## config.mk

```make
export PLATFORM = sky130hd
export DESIGN_NAME = sine_table_multichannel_pwm_levels_flat
export DESIGN_NICKNAME = d
export VERILOG_FILES = /design/src/stp_pkg.sv /design/src/stp_if.sv /design/src/sine_table_multichannel_pwm_levels.sv /design/src/stp_div.sv /design/src/flat_wrapper.sv
export SDC_FILE = /design/constraint.sdc
export NUM_CORES = 1
export LEC_CHECK = 0
export ABC_CLOCK_PERIOD_IN_PS = 9500
export BUFFER_PORTS_ARGS = -buffer_cell sky130_fd_sc_hd__clkbuf_2
export CAP_MARGIN = 20
export CORE_MARGIN = 5
export CORE_UTILIZATION = 40
export DETAILED_ROUTE_END_ITERATION = 10
export REMOVE_ABC_BUFFERS = 1
export SLEW_MARGIN = 5
export SYNTH_ARGS = -nofsm -noshare
export SYNTH_HDL_FRONTEND = slang
export SYNTH_SLANG_ARGS = --single-unit
```

## constraint.sdc

```tcl
create_clock -name clk -period 9.5 [get_ports clk]
set_input_delay 1.9 -clock clk [delete_from_list [all_inputs] [get_ports clk]]
set_output_delay 1.9 -clock clk [all_outputs]
set_load 0.02 [all_outputs]
```

## src/stp_pkg.sv

```systemverilog
// Shared types, constants and the sine table for the sine PWM level generator.
// No dependencies; every other file of the block depends on this package.
`default_nettype none

package stp_pkg;

    // Field widths fixed by the item formats
    localparam int KIND_W     = 2;
    localparam int CH_W       = 4;
    localparam int AMP_W      = 10;
    localparam int DUTY_W     = 10;
    localparam int IDX_W      = 6;
    localparam int PULSE_W    = 7;
    localparam int DIV_W      = 12;
    localparam int SAMPLE_W   = 11;
    localparam int PROD_W     = AMP_W + SAMPLE_W;
    localparam int CFG_IDX_W  = 3;
    localparam int CFG_DATA_W = 12;

    localparam int TABLE_SIZE = 64;
    localparam int PAIR_COUNT = 6;
    localparam int PAIR_IDX_W = 3;
    localparam int MID_LEVEL  = 500;
    localparam int DUTY_MAX   = 1023;

    // Input item kinds
    localparam logic [KIND_W-1:0] KIND_TICK = 2'd0;
    localparam logic [KIND_W-1:0] KIND_SYNC = 2'd1;
    localparam logic [KIND_W-1:0] KIND_AMP  = 2'd2;

    // Configuration register indexes
    localparam logic [CFG_IDX_W-1:0] REG_SYNC_LOAD   = 3'd0;
    localparam logic [CFG_IDX_W-1:0] REG_PULSE_START = 3'd1;
    localparam logic [CFG_IDX_W-1:0] REG_DIVISOR0    = 3'd2;
    localparam logic [CFG_IDX_W-1:0] REG_DIVISOR1    = 3'd3;
    localparam logic [CFG_IDX_W-1:0] REG_DIVISOR2    = 3'd4;
    localparam logic [CFG_IDX_W-1:0] REG_DIVISOR3    = 3'd5;
    localparam logic [CFG_IDX_W-1:0] REG_DIVISOR4    = 3'd6;
    localparam logic [CFG_IDX_W-1:0] REG_DIVISOR5    = 3'd7;

    typedef enum logic [2:0] {
        ST_IDLE,
        ST_MUL,
        ST_DIVS,
        ST_DIVW,
        ST_EMIT
    } state_t;

    typedef struct packed {
        logic                     start;
        logic signed [PROD_W-1:0] dividend;
        logic [DIV_W-1:0]         divisor;
    } div_req_t;

    typedef struct packed {
        logic                     done;
        logic signed [PROD_W-1:0] quotient;
    } div_rsp_t;

    // First quadrant of trunc(512*sin(2*pi*n/64)), n = 0..16
    localparam logic [9:0] QUARTER [17] = '{
        10'd0,   10'd50,  10'd99,  10'd148, 10'd195, 10'd241,
        10'd284, 10'd324, 10'd362, 10'd395, 10'd425, 10'd451,
        10'd473, 10'd489, 10'd502, 10'd509, 10'd512
    };

    // Fold the phase index onto the quarter table
    function automatic logic signed [SAMPLE_W-1:0] sine_sample(input logic [IDX_W-1:0] idx);
        logic [1:0]                 quad;
        logic [4:0]                 k;
        logic signed [SAMPLE_W-1:0] mag;
        quad = idx[5:4];
        k    = quad[0] ? (5'd16 - {1'b0, idx[3:0]}) : {1'b0, idx[3:0]};
        mag  = $signed({1'b0, QUARTER[k]});
        return quad[1] ? -mag : mag;
    endfunction

endpackage

`default_nettype wire

```

## src/stp_if.sv

```systemverilog
// Handshake channels of the sine PWM level generator: command beats in, level beats out.
// Depends on stp_pkg for field widths.
`default_nettype none

interface stp_cmd_if;
    logic                               valid;
    logic                               ready;
    logic [stp_pkg::KIND_W-1:0]         kind;
    logic [stp_pkg::CH_W-1:0]           channel;
    logic signed [stp_pkg::AMP_W-1:0]   amplitude;

    modport source (output valid, kind, channel, amplitude, input ready);
    modport sink   (input valid, kind, channel, amplitude, output ready);
endinterface

interface stp_lvl_if;
    logic                        valid;
    logic                        ready;
    logic [stp_pkg::CH_W-1:0]    out_channel;
    logic [stp_pkg::DUTY_W-1:0]  duty;
    logic                        sync_level;
    logic                        last;

    modport source (output valid, out_channel, duty, sync_level, last, input ready);
    modport sink   (input valid, out_channel, duty, sync_level, last, output ready);
endinterface

`default_nettype wire

```

## src/sine_table_multichannel_pwm_levels.sv

```systemverilog
// Top level of the sine PWM level generator: sequencer, state and output register.
// Depends on stp_pkg, the channel interfaces in stp_if.sv and the divider stp_div.
//
//  channel | direction | beat carries
//  --------+-----------+--------------------------------------------------
//  cmd     | in        | kind, channel, amplitude (tick, sync edge, amp write)
//  lvl     | out       | out_channel, duty, sync_level, last
//  cfg     | in        | cfg_we, cfg_index, cfg_data (write only)
//
// A sync edge, an amplitude write or an unused kind is handled in the idle step.
// A tick works through the channels in turn, each by multiply, divider start, one
// divider step per quotient bit, wait and emit; the bit-serial divider sets the pace.
// cmd.ready is high only while the sequencer is idle; the last level of a tick may
// still wait in the output register while the next command is taken.
// A stalled lvl holds the sequencer in its emit step. Reset needs no clearing pass.
`default_nettype none

module sine_table_multichannel_pwm_levels #(
    parameter int CHANNELS = 12
) (
    input  wire logic                            clk,
    input  wire logic                            rst_n,
    stp_cmd_if.sink                              cmd,
    stp_lvl_if.source                            lvl,
    input  wire logic                            cfg_we,
    input  wire logic [stp_pkg::CFG_IDX_W-1:0]   cfg_index,
    input  wire logic [stp_pkg::CFG_DATA_W-1:0]  cfg_data
);
    import stp_pkg::*;

    localparam int CH_IDX_W = $clog2(CHANNELS);

    // Sequencer
    state_t state_reg, state_next;

    // Configuration registers
    logic [IDX_W-1:0]   sync_load_reg;
    logic [PULSE_W-1:0] pulse_start_reg;
    logic [DIV_W-1:0]   divisor_reg [PAIR_COUNT];

    // Block state
    logic [IDX_W-1:0]        phase_reg;
    logic signed [AMP_W-1:0] amp_reg [CHANNELS];

    // Per-tick working registers
    logic signed [SAMPLE_W-1:0] sample_reg;
    logic                       sync_reg;
    logic [CH_IDX_W-1:0]        ch_reg;
    logic signed [PROD_W-1:0]   prod_reg;

    // Output register
    logic              out_valid_reg;
    logic [CH_W-1:0]   out_channel_reg;
    logic [DUTY_W-1:0] out_duty_reg;
    logic              out_sync_reg;
    logic              out_last_reg;

    logic                     cmd_fire;
    logic                     load_out;
    logic                     ch_is_last;
    logic [PAIR_IDX_W-1:0]    pair_idx;
    logic [DIV_W-1:0]         divisor_sel;
    logic signed [PROD_W-1:0] product;
    logic signed [PROD_W:0]   level_sum;
    logic [DUTY_W-1:0]        duty_sat;
    div_req_t                 div_req;
    div_rsp_t                 div_rsp;

    assign cmd.ready  = (state_reg == ST_IDLE);
    assign cmd_fire   = cmd.valid && cmd.ready;
    assign ch_is_last = (ch_reg == CH_IDX_W'(CHANNELS - 1));

    // Pair of the current channel; a zero divisor acts as one
    assign pair_idx    = PAIR_IDX_W'(ch_reg >> 1);
    assign divisor_sel = (divisor_reg[pair_idx] == '0) ? DIV_W'(1) : divisor_reg[pair_idx];
    assign product     = PROD_W'(amp_reg[ch_reg] * sample_reg);

    assign div_req.start    = (state_reg == ST_DIVS);
    assign div_req.dividend = prod_reg;
    assign div_req.divisor  = divisor_sel;

    stp_div u_div (
        .clk   (clk),
        .rst_n (rst_n),
        .req   (div_req),
        .rsp   (div_rsp)
    );

    // Offset by the midpoint and clamp to the duty range
    assign level_sum = (PROD_W + 1)'(MID_LEVEL) + (PROD_W + 1)'(div_rsp.quotient);
    always_comb
    begin
        if (level_sum < 0)
            duty_sat = '0;
        else if (level_sum > (PROD_W + 1)'(DUTY_MAX))
            duty_sat = DUTY_W'(DUTY_MAX);
        else
            duty_sat = level_sum[DUTY_W-1:0];
    end

    // Sequencer: state register
    always_ff @(posedge clk or negedge rst_n)
    begin
        if (!rst_n)
            state_reg <= ST_IDLE;
        else
            state_reg <= state_next;
    end

    // Sequencer: next state and output load
    always_comb
    begin
        state_next = state_reg;
        load_out   = 1'b0;
        unique case (state_reg)
            ST_IDLE:
            begin
                if (cmd_fire && (cmd.kind == KIND_TICK))
                    state_next = ST_MUL;
            end
            ST_MUL:
                state_next = ST_DIVS;
            ST_DIVS:
                state_next = ST_DIVW;
            ST_DIVW:
            begin
                if (div_rsp.done)
                    state_next = ST_EMIT;
            end
            ST_EMIT:
            begin
                // Wait for a free output slot, then hand over the level
                if (!out_valid_reg || lvl.ready)
                begin
                    load_out   = 1'b1;
                    state_next = ch_is_last ? ST_IDLE : ST_MUL;
                end
            end
            default:
                state_next = ST_IDLE;
        endcase
    end

    // Configuration writes
    always_ff @(posedge clk or negedge rst_n)
    begin
        if (!rst_n)
        begin
            sync_load_reg   <= '0;
            pulse_start_reg <= PULSE_W'(32);
            for (int i = 0; i < PAIR_COUNT; i++)
                divisor_reg[i] <= DIV_W'(512);
        end
        else if (cfg_we)
        begin
            unique case (cfg_index)
                REG_SYNC_LOAD:   sync_load_reg   <= cfg_data[IDX_W-1:0];
                REG_PULSE_START: pulse_start_reg <= cfg_data[PULSE_W-1:0];
                REG_DIVISOR0:    divisor_reg[0]  <= cfg_data[DIV_W-1:0];
                REG_DIVISOR1:    divisor_reg[1]  <= cfg_data[DIV_W-1:0];
                REG_DIVISOR2:    divisor_reg[2]  <= cfg_data[DIV_W-1:0];
                REG_DIVISOR3:    divisor_reg[3]  <= cfg_data[DIV_W-1:0];
                REG_DIVISOR4:    divisor_reg[4]  <= cfg_data[DIV_W-1:0];
                REG_DIVISOR5:    divisor_reg[5]  <= cfg_data[DIV_W-1:0];
                default:         ;
            endcase
        end
    end

    // Phase index and amplitude store
    always_ff @(posedge clk or negedge rst_n)
    begin
        if (!rst_n)
        begin
            phase_reg <= '0;
            for (int i = 0; i < CHANNELS; i++)
                amp_reg[i] <= '0;
        end
        else if (cmd_fire)
        begin
            unique case (cmd.kind)
                // The table spans the whole index range, so the add wraps by itself
                KIND_TICK: phase_reg <= phase_reg + 1'b1;
                KIND_SYNC: phase_reg <= sync_load_reg;
                KIND_AMP:
                begin
                    // Drop writes to channels beyond the last one
                    for (int i = 0; i < CHANNELS; i++)
                        if (cmd.channel == CH_W'(i))
                            amp_reg[i] <= cmd.amplitude;
                end
                default: ;
            endcase
        end
    end

    // Latch the sample and sync level of a tick, and the product in the multiply step
    always_ff @(posedge clk)
    begin
        if (cmd_fire && (cmd.kind == KIND_TICK))
        begin
            sample_reg <= sine_sample(phase_reg);
            sync_reg   <= ({1'b0, phase_reg} < pulse_start_reg);
        end
        if (state_reg == ST_MUL)
            prod_reg <= product;
    end

    // Channel counter
    always_ff @(posedge clk or negedge rst_n)
    begin
        if (!rst_n)
            ch_reg <= '0;
        else if (cmd_fire && (cmd.kind == KIND_TICK))
            ch_reg <= '0;
        else if (load_out && !ch_is_last)
            ch_reg <= ch_reg + 1'b1;
    end

    // Output register: hold until taken, reload in the same cycle it drains
    always_ff @(posedge clk or negedge rst_n)
    begin
        if (!rst_n)
            out_valid_reg <= 1'b0;
        else if (load_out)
            out_valid_reg <= 1'b1;
        else if (lvl.ready)
            out_valid_reg <= 1'b0;
    end

    always_ff @(posedge clk)
    begin
        if (load_out)
        begin
            out_channel_reg <= CH_W'(ch_reg);
            out_duty_reg    <= duty_sat;
            out_sync_reg    <= sync_reg;
            out_last_reg    <= ch_is_last;
        end
    end

    assign lvl.valid       = out_valid_reg;
    assign lvl.out_channel = out_channel_reg;
    assign lvl.duty        = out_duty_reg;
    assign lvl.sync_level  = out_sync_reg;
    assign lvl.last        = out_last_reg;

    a_phase_advance: assert property (@(posedge clk) disable iff (!rst_n)
        (cmd_fire && (cmd.kind == KIND_TICK)) |=> (phase_reg == IDX_W'($past(phase_reg) + 1'b1)))
        else $error("phase index did not advance on a tick");
    a_no_overwrite: assert property (@(posedge clk) disable iff (!rst_n)
        load_out |-> (!out_valid_reg || lvl.ready))
        else $error("output register overwritten before it was taken");
    a_last_flag: assert property (@(posedge clk) disable iff (!rst_n)
        out_valid_reg |-> (out_last_reg == (out_channel_reg == CH_W'(CHANNELS - 1))))
        else $error("last flag does not match the final channel");
    a_done_in_wait: assert property (@(posedge clk) disable iff (!rst_n)
        div_rsp.done |-> (state_reg == ST_DIVW))
        else $error("divider finished outside the wait step");

endmodule

`default_nettype wire

```

## src/stp_div.sv

```systemverilog
// Bit-serial signed divider, one quotient bit a cycle, quotient truncated toward zero.
// Depends on stp_pkg for the request and response structs.
`default_nettype none

module stp_div (
    input  wire logic              clk,
    input  wire logic              rst_n,
    input  wire stp_pkg::div_req_t req,
    output stp_pkg::div_rsp_t      rsp
);
    import stp_pkg::*;

    localparam int CNT_W = $clog2(PROD_W);

    logic                busy_reg;
    logic                done_reg;
    logic [CNT_W-1:0]    cnt_reg;
    logic [PROD_W-1:0]   dvd_reg;
    logic [DIV_W-1:0]    rem_reg;
    logic [DIV_W-1:0]    dsr_reg;
    logic                neg_reg;

    logic [DIV_W:0]      trial;
    logic                qbit;
    logic [DIV_W-1:0]    rem_next;
    logic [PROD_W-1:0]   mag;

    assign mag      = req.dividend[PROD_W-1] ? PROD_W'(-req.dividend) : PROD_W'(req.dividend);
    assign trial    = {rem_reg, dvd_reg[PROD_W-1]};
    assign qbit     = (trial >= {1'b0, dsr_reg});
    assign rem_next = qbit ? DIV_W'(trial - {1'b0, dsr_reg}) : DIV_W'(trial);

    always_ff @(posedge clk or negedge rst_n)
    begin
        if (!rst_n)
        begin
            busy_reg <= 1'b0;
            done_reg <= 1'b0;
            cnt_reg  <= '0;
        end
        else
        begin
            done_reg <= 1'b0;
            if (req.start)
            begin
                busy_reg <= 1'b1;
                cnt_reg  <= CNT_W'(PROD_W - 1);
            end
            else if (busy_reg)
            begin
                cnt_reg <= cnt_reg - 1'b1;
                if (cnt_reg == '0)
                begin
                    busy_reg <= 1'b0;
                    done_reg <= 1'b1;
                end
            end
        end
    end

    always_ff @(posedge clk)
    begin
        if (req.start)
        begin
            dvd_reg <= mag;
            rem_reg <= '0;
            dsr_reg <= req.divisor;
            neg_reg <= req.dividend[PROD_W-1];
        end
        else if (busy_reg)
        begin
            dvd_reg <= {dvd_reg[PROD_W-2:0], qbit};
            rem_reg <= rem_next;
        end
    end

    assign rsp.done     = done_reg;
    assign rsp.quotient = neg_reg ? -$signed(dvd_reg) : $signed(dvd_reg);

    a_no_restart: assert property (@(posedge clk) disable iff (!rst_n)
        req.start |-> !busy_reg) else $error("divider restarted while busy");
    a_done_after_busy: assert property (@(posedge clk) disable iff (!rst_n)
        done_reg |-> $past(busy_reg)) else $error("divider done without a run");
    a_divisor_nonzero: assert property (@(posedge clk) disable iff (!rst_n)
        busy_reg |-> (dsr_reg != '0)) else $error("divider running on zero divisor");

endmodule

`default_nettype wire

```

## src/flat_wrapper.sv

```systemverilog
// flat-port wrapper written by rule: the top's interface ports become plain ports
module sine_table_multichannel_pwm_levels_flat import stp_pkg::*;
#(
    parameter int CHANNELS = 12
)
  (clk, rst_n, cfg_we, cfg_index, cfg_data, cmd_valid, cmd_kind, cmd_channel, cmd_amplitude, cmd_ready, lvl_valid, lvl_out_channel, lvl_duty, lvl_sync_level, lvl_last, lvl_ready);
  stp_cmd_if cmd_i ();
  stp_lvl_if lvl_i ();
  input  wire logic clk;
  input  wire logic rst_n;
  input  wire logic cfg_we;
  input  wire logic [stp_pkg::CFG_IDX_W-1:0] cfg_index;
  input  wire logic [stp_pkg::CFG_DATA_W-1:0] cfg_data;
  input wire logic [$bits(cmd_i.valid)-1:0] cmd_valid;
  input wire logic [$bits(cmd_i.kind)-1:0] cmd_kind;
  input wire logic [$bits(cmd_i.channel)-1:0] cmd_channel;
  input wire logic [$bits(cmd_i.amplitude)-1:0] cmd_amplitude;
  output wire logic [$bits(cmd_i.ready)-1:0] cmd_ready;
  output wire logic [$bits(lvl_i.valid)-1:0] lvl_valid;
  output wire logic [$bits(lvl_i.out_channel)-1:0] lvl_out_channel;
  output wire logic [$bits(lvl_i.duty)-1:0] lvl_duty;
  output wire logic [$bits(lvl_i.sync_level)-1:0] lvl_sync_level;
  output wire logic [$bits(lvl_i.last)-1:0] lvl_last;
  input wire logic [$bits(lvl_i.ready)-1:0] lvl_ready;
  assign cmd_i.valid = cmd_valid;
  assign cmd_i.kind = cmd_kind;
  assign cmd_i.channel = cmd_channel;
  assign cmd_i.amplitude = cmd_amplitude;
  assign cmd_ready = cmd_i.ready;
  assign lvl_valid = lvl_i.valid;
  assign lvl_out_channel = lvl_i.out_channel;
  assign lvl_duty = lvl_i.duty;
  assign lvl_sync_level = lvl_i.sync_level;
  assign lvl_last = lvl_i.last;
  assign lvl_i.ready = lvl_ready;
  sine_table_multichannel_pwm_levels #(.CHANNELS(CHANNELS)) u_core (.clk(clk), .rst_n(rst_n), .cmd(cmd_i), .lvl(lvl_i), .cfg_we(cfg_we), .cfg_index(cfg_index), .cfg_data(cfg_data));
endmodule
```

Word-level counts from Yosys, hierarchy flattened
Memory sizes are Yosys's and may differ from the RTL's.
Index checks and enable logic that the tools add are counted.
{"block": "totals", "ff_bits": 321, "romBits": 320, "out_inout_bits": 18, "memories": 1}
{"name": "(no name shown)", "words": 32, "word_bits": 10, "read_ports": 1, "rd_clocked_by_memory_dff": 0, "wr": 0, "line": "stp_pkg.sv:74", "rtl": "mag = $signed({1'b0, QUARTER[k]});"}
{"block": "classes", "addsub": 9, "mul": 1, "order_cmp": 7, "eq_ne": 28, "mux": 36, "bitwise": 3, "n_reduce_logical": 38}
{"op": "21-bit two-way mux", "n": 4}
{"op": "10-bit two-way mux", "n": 6}
{"op": "21-bit negation", "n": 2}
{"op": "10-bit binary-select mux with 4-bit select", "n": 1}
{"op": "3-bit AND reduction", "n": 13}
{"op": "12-bit binary-select mux with 3-bit select", "n": 1}
{"op": "12-bit two-way mux", "n": 3}
{"op": "10-bit by 21-bit adder with 22-bit output (first input constant)", "n": 1}
{"op": "22-bit by 11-bit greater-than comparator with 1-bit output (second input constant)", "n": 1}
{"op": "22-bit by 1-bit < comparator with 1-bit output (second input constant)", "n": 1}
{"op": "10-bit by 11-bit multiplier with 21-bit output", "n": 1}
{"op": "4-bit equality test (second input constant)", "n": 5}
{"op": "2-bit AND reduction", "n": 9}
{"op": "4-bit by 3-bit equality test with 1-bit output (second input constant)", "n": 4}
{"op": "3-bit equality test (second input constant)", "n": 5}
{"op": "5-bit two-way mux", "n": 3}
{"op": "3-bit one-hot mux with 5 select lines", "n": 1}
{"op": "13-bit by 12-bit greater-or-equal comparator with 1-bit output", "n": 1}
{"op": "3-bit by 2-bit equality test with 1-bit output (second input constant)", "n": 4}
{"op": "12-bit zero test", "n": 1}
{"op": "6-bit one-hot mux with 2 select lines", "n": 1}
{"op": "12-bit subtractor", "n": 1}
{"op": "1-bit two-way mux", "n": 11}
{"op": "10-bit negation with 11-bit output", "n": 1}
{"op": "28 further kinds", "n": 41}

Logic depth before layout (Yosys ltp)
{"block": "depth", "depth_word": 8, "depth_mapped": 27, "ltp_nobuf": 24}

Cells and area by module
A second synthesis with hierarchy kept.
{"block": "unflattened", "cells_unflattened": 1771, "area_unflattened_um2": 20358.3}
{"mod": "sine_table_multichannel_pwm_levels", "n_inst": 1, "cells_each": 1406, "area_each_um2": 16912.5, "seq_area_each_um2": 6960.4}
{"mod": "stp_div", "n_inst": 1, "cells_each": 365, "area_each_um2": 3445.8, "seq_area_each_um2": 1436.4}

Worst setup path before layout
OpenSTA, ideal clock, no wires.
{"block": "synth_path", "path_type": "flip-flop to flip-flop", "from": "register u_core.ch_reg[1]", "to": "register u_core.prod_reg[19] (data pin)", "setup_time_ps": 258, "arrival_time_ps": 6720, "path_slack_ps": 2522, "path_stages_with_launch": 27, "path_buffers": 3, "path_cell_list": "dfrtp_1 > clkbuf_1 > clkbuf_1 > mux4_2 > mux2i_1 > o21ai_0 > clkbuf_1 > nand2_1 > fa_1 > inv_1 > fa_1 > inv_1 > fa_1 > inv_1 > fa_1 > inv_1 > fa_1 > inv_1 > ha_1 > o21a_1 > o21ai_0 > a21oi_1 > o31a_1 > o41ai_1 > o2111ai_1 > a21oi_1 > xnor2_1"}
{"block": "synth_between", "elab_chain_len": 5}
{"item": "start: declaration", "line": "sine_table_multichannel_pwm_levels.sv:48", "rtl": "logic [CH_IDX_W-1:0] ch_reg;"}
{"item": "start signal: assignment", "line": "sine_table_multichannel_pwm_levels.sv:217", "rtl": "ch_reg <= ch_reg + 1'b1;"}
{"item": "4-bit NOT with 5-bit output (not written as such)", "line": "sine_table_multichannel_pwm_levels.sv:76", "rtl": "assign product = PROD_W'(amp_reg[ch_reg] * sample_reg);"}
{"item": "10-bit binary-select mux with 4-bit select", "line": "sine_table_multichannel_pwm_levels.sv:76"}
{"item": "10-bit two-way mux (not written as such) (2 in series)", "line": "sine_table_multichannel_pwm_levels.sv:76"}
{"item": "10-bit by 11-bit multiplier with 21-bit output", "line": "sine_table_multichannel_pwm_levels.sv:76"}
{"item": "named net u_core.product[19]", "line": "sine_table_multichannel_pwm_levels.sv:63", "rtl": "logic signed [PROD_W-1:0] product;"}
{"item": "end signal: assignment", "line": "sine_table_multichannel_pwm_levels.sv:206", "rtl": "prod_reg <= product;"}
{"item": "end: declaration", "line": "sine_table_multichannel_pwm_levels.sv:49", "rtl": "logic signed [PROD_W-1:0] prod_reg;"}
The timed path passes the listed nets, and every way through them passes these cells. The select of a mux whose other input is x is not followed.
A chain may end at the register's enable or synchronous reset.

Worst setup path after layout
{"block": "layout_path", "from": "register u_core.ch_reg[2]", "to": "register u_core.prod_reg[19] (data pin)"}
Same word-level chain as after synthesis.

==> results.json <==
{
  "die_h_um": 236,
  "routed_wl_mm": 43.0,
  "grtUsageTotal": 0.154,
  "fin_crit_sh": 0.808,
  "start_util": 0.406,
  "postCtsHoldBufs": 0,
  "maxCapViolations": 0,
  "crit_top_cell": "fa_1",
  "dp_hpwl_mm": 30.8,
  "port_buffers": 53,
  "cp_max_fo": 12,
  "ir_drop_v": 0.000131,
  "largest_reg_flops": 120,
  "cts_setup_buffers": 0,
  "rows": 82,
  "fin_crit_ps": 7680,
  "crit_chain": "nor2b_1, a21oi_1, or2_2, fa_1, fa_1, inv_1, fa_1, fa_1, inv_1, fa_1, inv_1, ha_1, o21a_1, o21ai_0, a21oi_1, o31a_1, o41ai_1, o2111ai_1, a21oi_1, xnor2_1",
  "dpl.cell_count": 2454,
  "rsz0062_at_grt": "false",
  "status": "finished clean",
  "areaGrowthSynthToFinish_pct": 10.6,
  "drc": 0,
  "synthArstFlopShare": 0.704,
  "netlist_instances": 1794,
  "synth_cell_types": 71,
  "grt_overflow_total": 0,
  "hold_viol": 0,
  "cts_tree": "yes",
  "path_class": "flip-flop to flip-flop",
  "finalNetCount": 2046,
  "p_total_mw": 4.60,
  "die_x_um": 236,
  "routedWlPerCell_um": 17.0,
  "cts_buffers": 37,
  "drive_gt1_frac": 0.223,
  "grt_pass1_wl_mm": 71.8,
  "end_kind": "flip-flop",
  "whs_ps": 418,
  "relSlewSlack": 0.309,
  "cts_resized": 0,
  "crit_required_ps": 9780,
  "drv_slew": 0,
  "hold_path_class": "flip-flop to flip-flop",
  "root_buffer": "clkbuf_16",
  "ys_warn_count": 0,
  "clock.fmax_mhz": 130,
  "grt_max_degree": 103,
  "synth_edf_count": 83,
  "cts_buffer_depth": 3,
  "post_drt_via_cell_ratio": 5.24,
  "power.density_nw_per_um2": 203,
  "setup_viol": 0,
  "setup_tns_ps": 0,
  "start_kind": "flip-flop",
  "ys_seq_elements": 321,
  "syn-mean-instance-area_um2": 11.4,
  "core_area_um2": 50400,
  "syn-cell-area_um2": 20500,
  "antenna_left": 0,
  "regArea_um2": 8400,
  "dieArea_um2": 55800,
  "grt_pass1_vias": 13700,
  "gp_congestion": 0.790,
  "num_vias": 13200,
  "multi_input_area_um2": 11100,
  "antenna_found_initial": 0,
  "htree_levels": 2,
  "n_fill_cell": 4671,
  "dr.first_iter.drc_count": 819,
  "n_antenna_cell": 0,
  "worst_pin_slew_ps": 1030,
  "clock_latency_ps": 540,
  "num_io_pins": 54,
  "power.leakage_nw": 10.2,
  "layout.cells.non_filler": 2525,
  "clkSlewWorstSetupHoldPaths_ps": 60,
  "synthFlopType": "dfrtp_1",
  "arrival_ps": 7960,
  "drtPass1Iterations": 5,
  "crit_slowest_cell": "nor2b_1",
  "cts.sinks": 321,
  "synth-seq-area-share": 0.411,
  "skew_ps": 23.3,
  "max_stage_delay_ps": 920
}
routing by layer:
layer | vias to the layer above | track usage | wire length [µm] | share of wire
met1 | 6684 | 0.213 | 20000 | 0.47
met4 | 0 | 0.0352 | 725 | 0.017
li1 | 6282 | - | - | -
met5 | - | 0 | 0 | 0
met2 | 204 | 0.260 | 20800 | 0.48
met3 | 52 | 0.0232 | 1440 | 0.033
layout by cell type, fill, tap and decap left out, drive strengths merged, types with 5 or more instances in the layout:
cell and count:
clkbuf 112, nand4b 5, dfstp 7, and2 50
dfrtp 219, nand2b 23, a31oi 6, nand2 149
nand3 19, mux2 202, or3 12, a21oi 54
nor3b 5, nor4 11, and3 5, or2 10
or4 8, nor2 63, o21ai 84, o41ai 9
ha 85, nand4 9, nor2b 7, nor3 30
fa 100, a21o 10, xnor2 58, o21a 6
mux2i 37, mux4 44, xor2 39, clkinv 9
o31ai 13, edfxtp 83, o22ai 15, buf 27
inv 176, dfxtp 12
stage by stage:
| stage | area [µm²] | util | setup WS (ps) |
|---|---|---|---|
| after floorplan | 20100 | - | 1580 |
| after global placement | 21400 | 0.425 | 1930 |
| after detailed placement | 21400 | 0.425 | 1770 |
| after CTS | 22600 | 0.448 | 1750 |
| after global routing | 22600 | 0.449 | 1400 |
| final | 22600 | 0.449 | 1820 |
path summary, 6_finish.rpt:
path | from | to | slack, ps | cells past startpoint
min | u_core.sync_reg | u_core.lvl.sync_level | 420 | 0
max | u_core.ch_reg[2] | u_core.prod_reg[19] | 1820 | 20
min reg2reg | u_core.sync_reg | u_core.lvl.sync_level | 420 | 0
max in group asynchronous | rst_n | u_core.amp_reg[48] | 6010 | 3
max reg2reg | u_core.ch_reg[2] | u_core.prod_reg[19] | 1820 | 20
min in group asynchronous | rst_n | u_core.divisor_reg[28] | 1390 | 1
logic make-up after synthesis:
family | count (synthesis) | share of synthesized area
AOI/OAI and AO/OA | 227 | 0.0692
xor gates and xnor gates | 97 | 0.0415
adders and majority gates | 185 | 0.150
buffers and inverters | 266 | 0.0496
DFF | 321 | 0.411
muxes | 283 | 0.178
and+or+nand+nor | 415 | 0.101
worst max-delay path: cells and delay by family, from the launching register on:
| kind | cells | cell delay, ps |
|---|---|---|
| adder cells (fa/ha/maj) | 6 | 2960 |
| AO/OA/AOI/OAI | 8 | 2150 |
| AND/OR/NAND/NOR | 2 | 1360 |
| flip-flops | 1 | 700 |
| buffers and inverters | 3 | 150 |
| XOR/XNOR | 1 | 80 |
area by class of cell:
| cell class | count | share of cell area |
|---|---|---|
| multi-input combinational | 1207 | 0.489 |
| sequential | 321 | 0.371 |
| clock buffer | 57 | 0.0487 |
| tap | 672 | 0.0372 |
| inverter | 176 | 0.0292 |
| timing repair buffer | 82 | 0.0218 |
| clock inverter | 10 | 0.00299 |
where the power goes:
part           internal (mW)  switching [mW]  leakage (nW)
Clock                  0.802           0.564         0.578
Sequential              1.70           0.230          3.83
Combinational          0.596           0.704          5.76
cell usage after synthesis, drive strengths merged (3+ instances only):
cell | count | area share
a31oi | 6 | 0.0018
and3 | 5 | 0.0015
o21a | 6 | 0.0022
or4 | 8 | 0.0033
mux4 | 44 | 0.048
a21oi | 54 | 0.013
nand3 | 19 | 0.0046
inv | 175 | 0.032
nand4b | 5 | 0.0024
nand2 | 149 | 0.027
nor4 | 11 | 0.0034
a221oi | 3 | 0.0013
mux2i | 37 | 0.018
or2 | 10 | 0.0031
nor2 | 63 | 0.012
dfxtp | 12 | 0.012
o21ai | 84 | 0.021
and2 | 50 | 0.015
mux2 | 202 | 0.11
nor2b | 7 | 0.0021
a211oi | 3 | 0.0017
edfxtp | 83 | 0.12
nor4b | 3 | 0.0013
a21o | 10 | 0.0037
or3 | 12 | 0.0037
dfstp | 7 | 0.0090
o22ai | 15 | 0.0046
nand2b | 23 | 0.0070
dfrtp | 219 | 0.27
or4b | 3 | 0.0015
fa | 100 | 0.098
clkbuf | 67 | 0.012
ha | 85 | 0.052
xor2 | 39 | 0.017
buf | 23 | 0.0050
nand4 | 9 | 0.0028
o31ai | 13 | 0.0048
nor3 | 30 | 0.0076
nor3b | 5 | 0.0018
xnor2 | 58 | 0.025
o41ai | 9 | 0.0039
Power figures use the tool's default switching activity.
